[src/rtl/csvt_pkg.sv]
// csvt_pkg: shared types, codes and constants of the CSV field tokenizer.
// No dependencies; every other file of the block imports it.
`default_nettype none

package csvt_pkg;

	// widths of the fixed port fields
	localparam int BYTE_W    = 8;
	localparam int KIND_W    = 2;
	localparam int COL_OUT_W = 16;
	localparam int ROW_OUT_W = 32;

	// defaults of the counter widths
	localparam int COLUMN_BITS_DEF = 16;
	localparam int ROW_BITS_DEF    = 32;

	// configuration port
	localparam int APB_DATA_W = 32;
	localparam int APB_ADDR_W = 3;
	localparam logic [APB_ADDR_W-3:0] REG_DELIMITER = '0;
	localparam logic [BYTE_W-1:0] DELIMITER_RESET = 8'h2C;

	// special bytes
	localparam logic [BYTE_W-1:0] CH_QUOTE = 8'h22;
	localparam logic [BYTE_W-1:0] CH_LF    = 8'h0A;
	localparam logic [BYTE_W-1:0] CH_CR    = 8'h0D;

	// result kinds
	localparam logic [KIND_W-1:0] KIND_CONTENT     = 2'd0;
	localparam logic [KIND_W-1:0] KIND_FIELD_END   = 2'd1;
	localparam logic [KIND_W-1:0] KIND_ROW_END     = 2'd2;
	localparam logic [KIND_W-1:0] KIND_UNTERMINATED = 2'd3;

	typedef struct packed {
		logic [KIND_W-1:0]    kind;
		logic [BYTE_W-1:0]    value;
		logic [COL_OUT_W-1:0] column_count;
		logic [ROW_OUT_W-1:0] row_number;
		logic [COL_OUT_W-1:0] max_columns;
	} csvt_res_t;

	// results of one input item: first, and second when two is set
	typedef struct packed {
		csvt_res_t first;
		csvt_res_t second;
		logic      two;
	} csvt_pair_t;

endpackage

`default_nettype wire

[src/rtl/csvt_apb_regs.sv]
// csvt_apb_regs: APB-style configuration register (delimiter byte).
// Depends on csvt_pkg.
`default_nettype none

module csvt_apb_regs import csvt_pkg::*; (
	input  logic                  clk,
	input  logic                  arst_n,
	input  logic                  psel,
	input  logic                  penable,
	input  logic                  pwrite,
	input  logic [APB_ADDR_W-1:0] paddr,
	input  logic [APB_DATA_W-1:0] pwdata,
	output logic [APB_DATA_W-1:0] prdata,
	output logic                  pready,
	output logic [BYTE_W-1:0]     delimiter
);

	logic [BYTE_W-1:0] delimiter_q;
	logic              hit;

	assign pready    = 1'b1;
	assign hit       = (paddr[APB_ADDR_W-1:2] == REG_DELIMITER);
	assign delimiter = delimiter_q;

	always_ff @(posedge clk or negedge arst_n) begin
		if (!arst_n) begin
			delimiter_q <= DELIMITER_RESET;
		end else if (psel && penable && pwrite && pready && hit) begin
			delimiter_q <= pwdata[BYTE_W-1:0];
		end
	end

	always_comb begin
		prdata = '0;
		if (hit) begin
			prdata[BYTE_W-1:0] = delimiter_q;
		end
	end

endmodule

`default_nettype wire

[config.mk]
export PLATFORM = sky130hd
export DESIGN_NAME = csvt_apb_regs
export DESIGN_NICKNAME = d
export VERILOG_FILES = /design/src/rtl/csvt_pkg.sv /design/src/rtl/csvt_apb_regs.sv
export SDC_FILE = /design/constraint.sdc
export NUM_CORES = 1
export LEC_CHECK = 0
export BUFFER_PORTS_ARGS = -buffer_cell sky130_fd_sc_hd__buf_2
export CAP_MARGIN = 20
export CORE_MARGIN = 2
export CORE_UTILIZATION = 30
export DETAILED_ROUTE_END_ITERATION = 16
export PLACE_DENSITY = 0.83
export SYNTH_ARGS = -nofsm -noshare
export SYNTH_HDL_FRONTEND = slang
export SYNTH_SLANG_ARGS = --single-unit
[constraint.sdc]
create_clock -name clk -period 2 [get_ports clk]
set_clock_uncertainty 0.15 [all_clocks]
set_input_delay 0.1 -clock clk [delete_from_list [all_inputs] [get_ports clk]]
set_output_delay 0.1 -clock clk [all_outputs]
set_load 0.05 [all_outputs]
==> impl_metrics.env <==
export IMPL_routabilityCongestion=0.6022
export IMPL_peakVddDrop_mv=0.4892
export IMPL_first_pass_iters=1
export IMPL_port_buffers=29
export IMPL_rrSetupSlack_ns=1.06
export IMPL_hold_violations=0
export IMPL_numCtsBuffers=3
export IMPL_critPathCaptureType="primary output"
export IMPL_area_delta_synth_final_pct=32.83
export IMPL_fin_tns_setup_ns=0
export IMPL_drive_gt1_frac=0.5652
export IMPL_antenna_found_initial=0
export IMPL_synth_area_sq_um=583.1
export IMPL_power_density_mw_per_mm2=1068
export IMPL_synthSimpleGateAreaFrac=0.1609
export IMPL_pre_cts_slack_ns=0.8277
export IMPL_reg2reg_to="delimiter[6]$_DFFE_PN0P_"
export IMPL_num_antenna_cells=0
export IMPL_criticalPathCategory="reg -> out"
export IMPL_avgSynthCellArea_sq_um=11.21
export IMPL_cts_resized=0
export IMPL_synth_cells=52
export IMPL_startpoint_type="register"
export IMPL_fin_cells=117
export IMPL_maxCapViolCount=0
export IMPL_io_pins=81
export IMPL_synth_top_family_by_area="buffers and inverters"
export IMPL_ys_seq_area_frac=0.3498
export IMPL_regToRegStartpoint="delimiter[6]$_DFFE_PN0P_"
export IMPL_r2r_cells=1
export IMPL_crit_fanout=3
export IMPL_synth_area_mux_share=0.1545
export IMPL_period_needed_ns=1.444
export IMPL_power_frac_clock=0.164
export IMPL_finalPower_w=0.0008274
export IMPL_die_width_um=48.09
export IMPL_worstPathArrival_ns=1.19
export IMPL_clk_pin_slew_ns=0.06
export IMPL_placed_cells=104
export IMPL_switchingPower_w=0.0004402
export IMPL_finalSetupViolations=0
export IMPL_die_h_um=48.09
export IMPL_grt_pass1_vias=333
export IMPL_cts_buffer_depth=2
export IMPL_drt_initial_drc_count=0
export IMPL_grt_max_degree=10
export IMPL_dp_hpwl_um=828.6
export IMPL_rows=15
export IMPL_required_ns=1.75
export IMPL_ys_ff_latch=8
export IMPL_seqPwrFrac=0.278
export IMPL_final_antenna_net_count=0
export IMPL_largest_reg_flops=8
export IMPL_cts_tree="done"
export IMPL_grt_pass1_wl_mm=1.421
export IMPL_wl_mm=1.081
export IMPL_synthXorXnorAreaFrac=0
export IMPL_htreeDepth=1
export IMPL_start_util=0.3270
export IMPL_leakagePower_nw=0.4408
export IMPL_synth_distinct_cells=7
export IMPL_fin_nets=133
export IMPL_period_share=0.7220
export IMPL_yosysWarnings=0
export IMPL_wl_per_cell_um=9.239
export IMPL_synth_compound_area_frac=0
export IMPL_max_freq_mhz=692.6
export IMPL_clk_latency_ns=0.26
export IMPL_overflow=0
export IMPL_dieArea_sq_mm=0.002312
export IMPL_synth_adder_area_share=0
export IMPL_cts_root_buffer="clkbuf_4"
export IMPL_pwr_share_comb=0.558
export IMPL_slew_violations=0
export IMPL_status="complete, no violations"
export IMPL_hold_class="in -> async"
export IMPL_viasPerCell=3.444
export IMPL_postCtsSetupRepairBufs=0
export IMPL_p_int_w=0.0003872
export IMPL_vias=403
export IMPL_core_sq_mm=0.001783
export IMPL_clock_sinks=8
export IMPL_rsz0062_at_grt="no"
export IMPL_swShare=0.5321
export IMPL_grt_use_total=0.09404
export IMPL_drc=0
export IMPL_fin_ws_ns=0.5561
## logic make-up after synthesis
logic type    count (synthesis)
simple gates                  9
other cells                   2
flops                         8
mux                           8
buf+inv                      25
## power by group through the flow
stage               sequential, W  clock, W  combinational (W)
floorplan                0.000361         0           0.000276
global placement         0.000230         0           0.000444
detailed placement       0.000233         0           0.000449
CTS                      0.000231  0.000141           0.000463
global route             0.000236  0.000149           0.000483
finish                   0.000230  0.000135           0.000462
## synthesized netlist by cell type
cell,count,area (sq um)
and2b_2,8,70.07
buf_4,25,187.7
conb_1,2,7.510
dfrtp_1,5,125.1
dfstp_2,3,78.83
mux2_2,8,90.09
nand4b_4,1,23.77
## placed cells by master (no fill, tap or decap)
cell type      instances
nand4b_4               1
clkbuf_4               3
dfrtp_1                5
dlygate4sd3_1          9
and2b_2                8
conb_1                25
buf_2                 29
dfstp_2                3
clkbuf_1               1
mux2_2                 8
## stage by stage
stage               hold WS [ns]  cell area [sq um]    util
floorplan                -0.3456              669.4       -
global placement         -0.2003              658.1  0.3691
detailed placement       -0.2003              658.1  0.3691
CTS                      0.05625              774.5  0.4344
global route             0.09548              774.5  0.4344
finish                   0.06968              774.5  0.4344
## how the worst max path moves through the flow
stage / start / slack, ns / to
2_1_floorplan: delimiter[2]$_DFFE_PN1P_ / 0.73 / prdata[2]
3_3_place_gp: delimiter[2]$_DFFE_PN1P_ / 0.86 / prdata[2]
3_5_place_dp: delimiter[3]$_DFFE_PN1P_ / 0.83 / prdata[3]
4_1_cts: delimiter[3]$_DFFE_PN1P_ / 0.54 / prdata[3]
5_1_grt: delimiter[3]$_DFFE_PN1P_ / 0.52 / prdata[3]
6_report: delimiter[3]$_DFFE_PN1P_ / 0.56 / prdata[3]
## cell type report
cell class	instances	area, sq um
clock buffer	4	26.28
tap	25	31.28
multi-input combinational	42	277.8
sequential	8	203.9
fill	172	1008
timing repair buffer	38	235.2
## critical path: stages, from the launching register on
cell,delay (ns)
dfstp_2,0.54
and2b_2,0.14
buf_2,0.25
## routing by layer
| metal | up-vias | wire length (um) | track usage |
|---|---|---|---|
| met2 | 31 | 595 | 0.1733 |
| met4 | 0 | 0 | 0.03243 |
| met3 | 0 | 111 | 0.04528 |
| li1 | 193 | - | - |
| met1 | 179 | 374 | 0.09029 |
| met5 | - | 0 | 0 |
## what timing repair did
item / in CTS / in global routing
endpoints found under the hold margin: 16 / 0
hold buffers: 9 / 0
setup endpoints to repair: 0 / 0
Power figures use the tool's default switching activity.
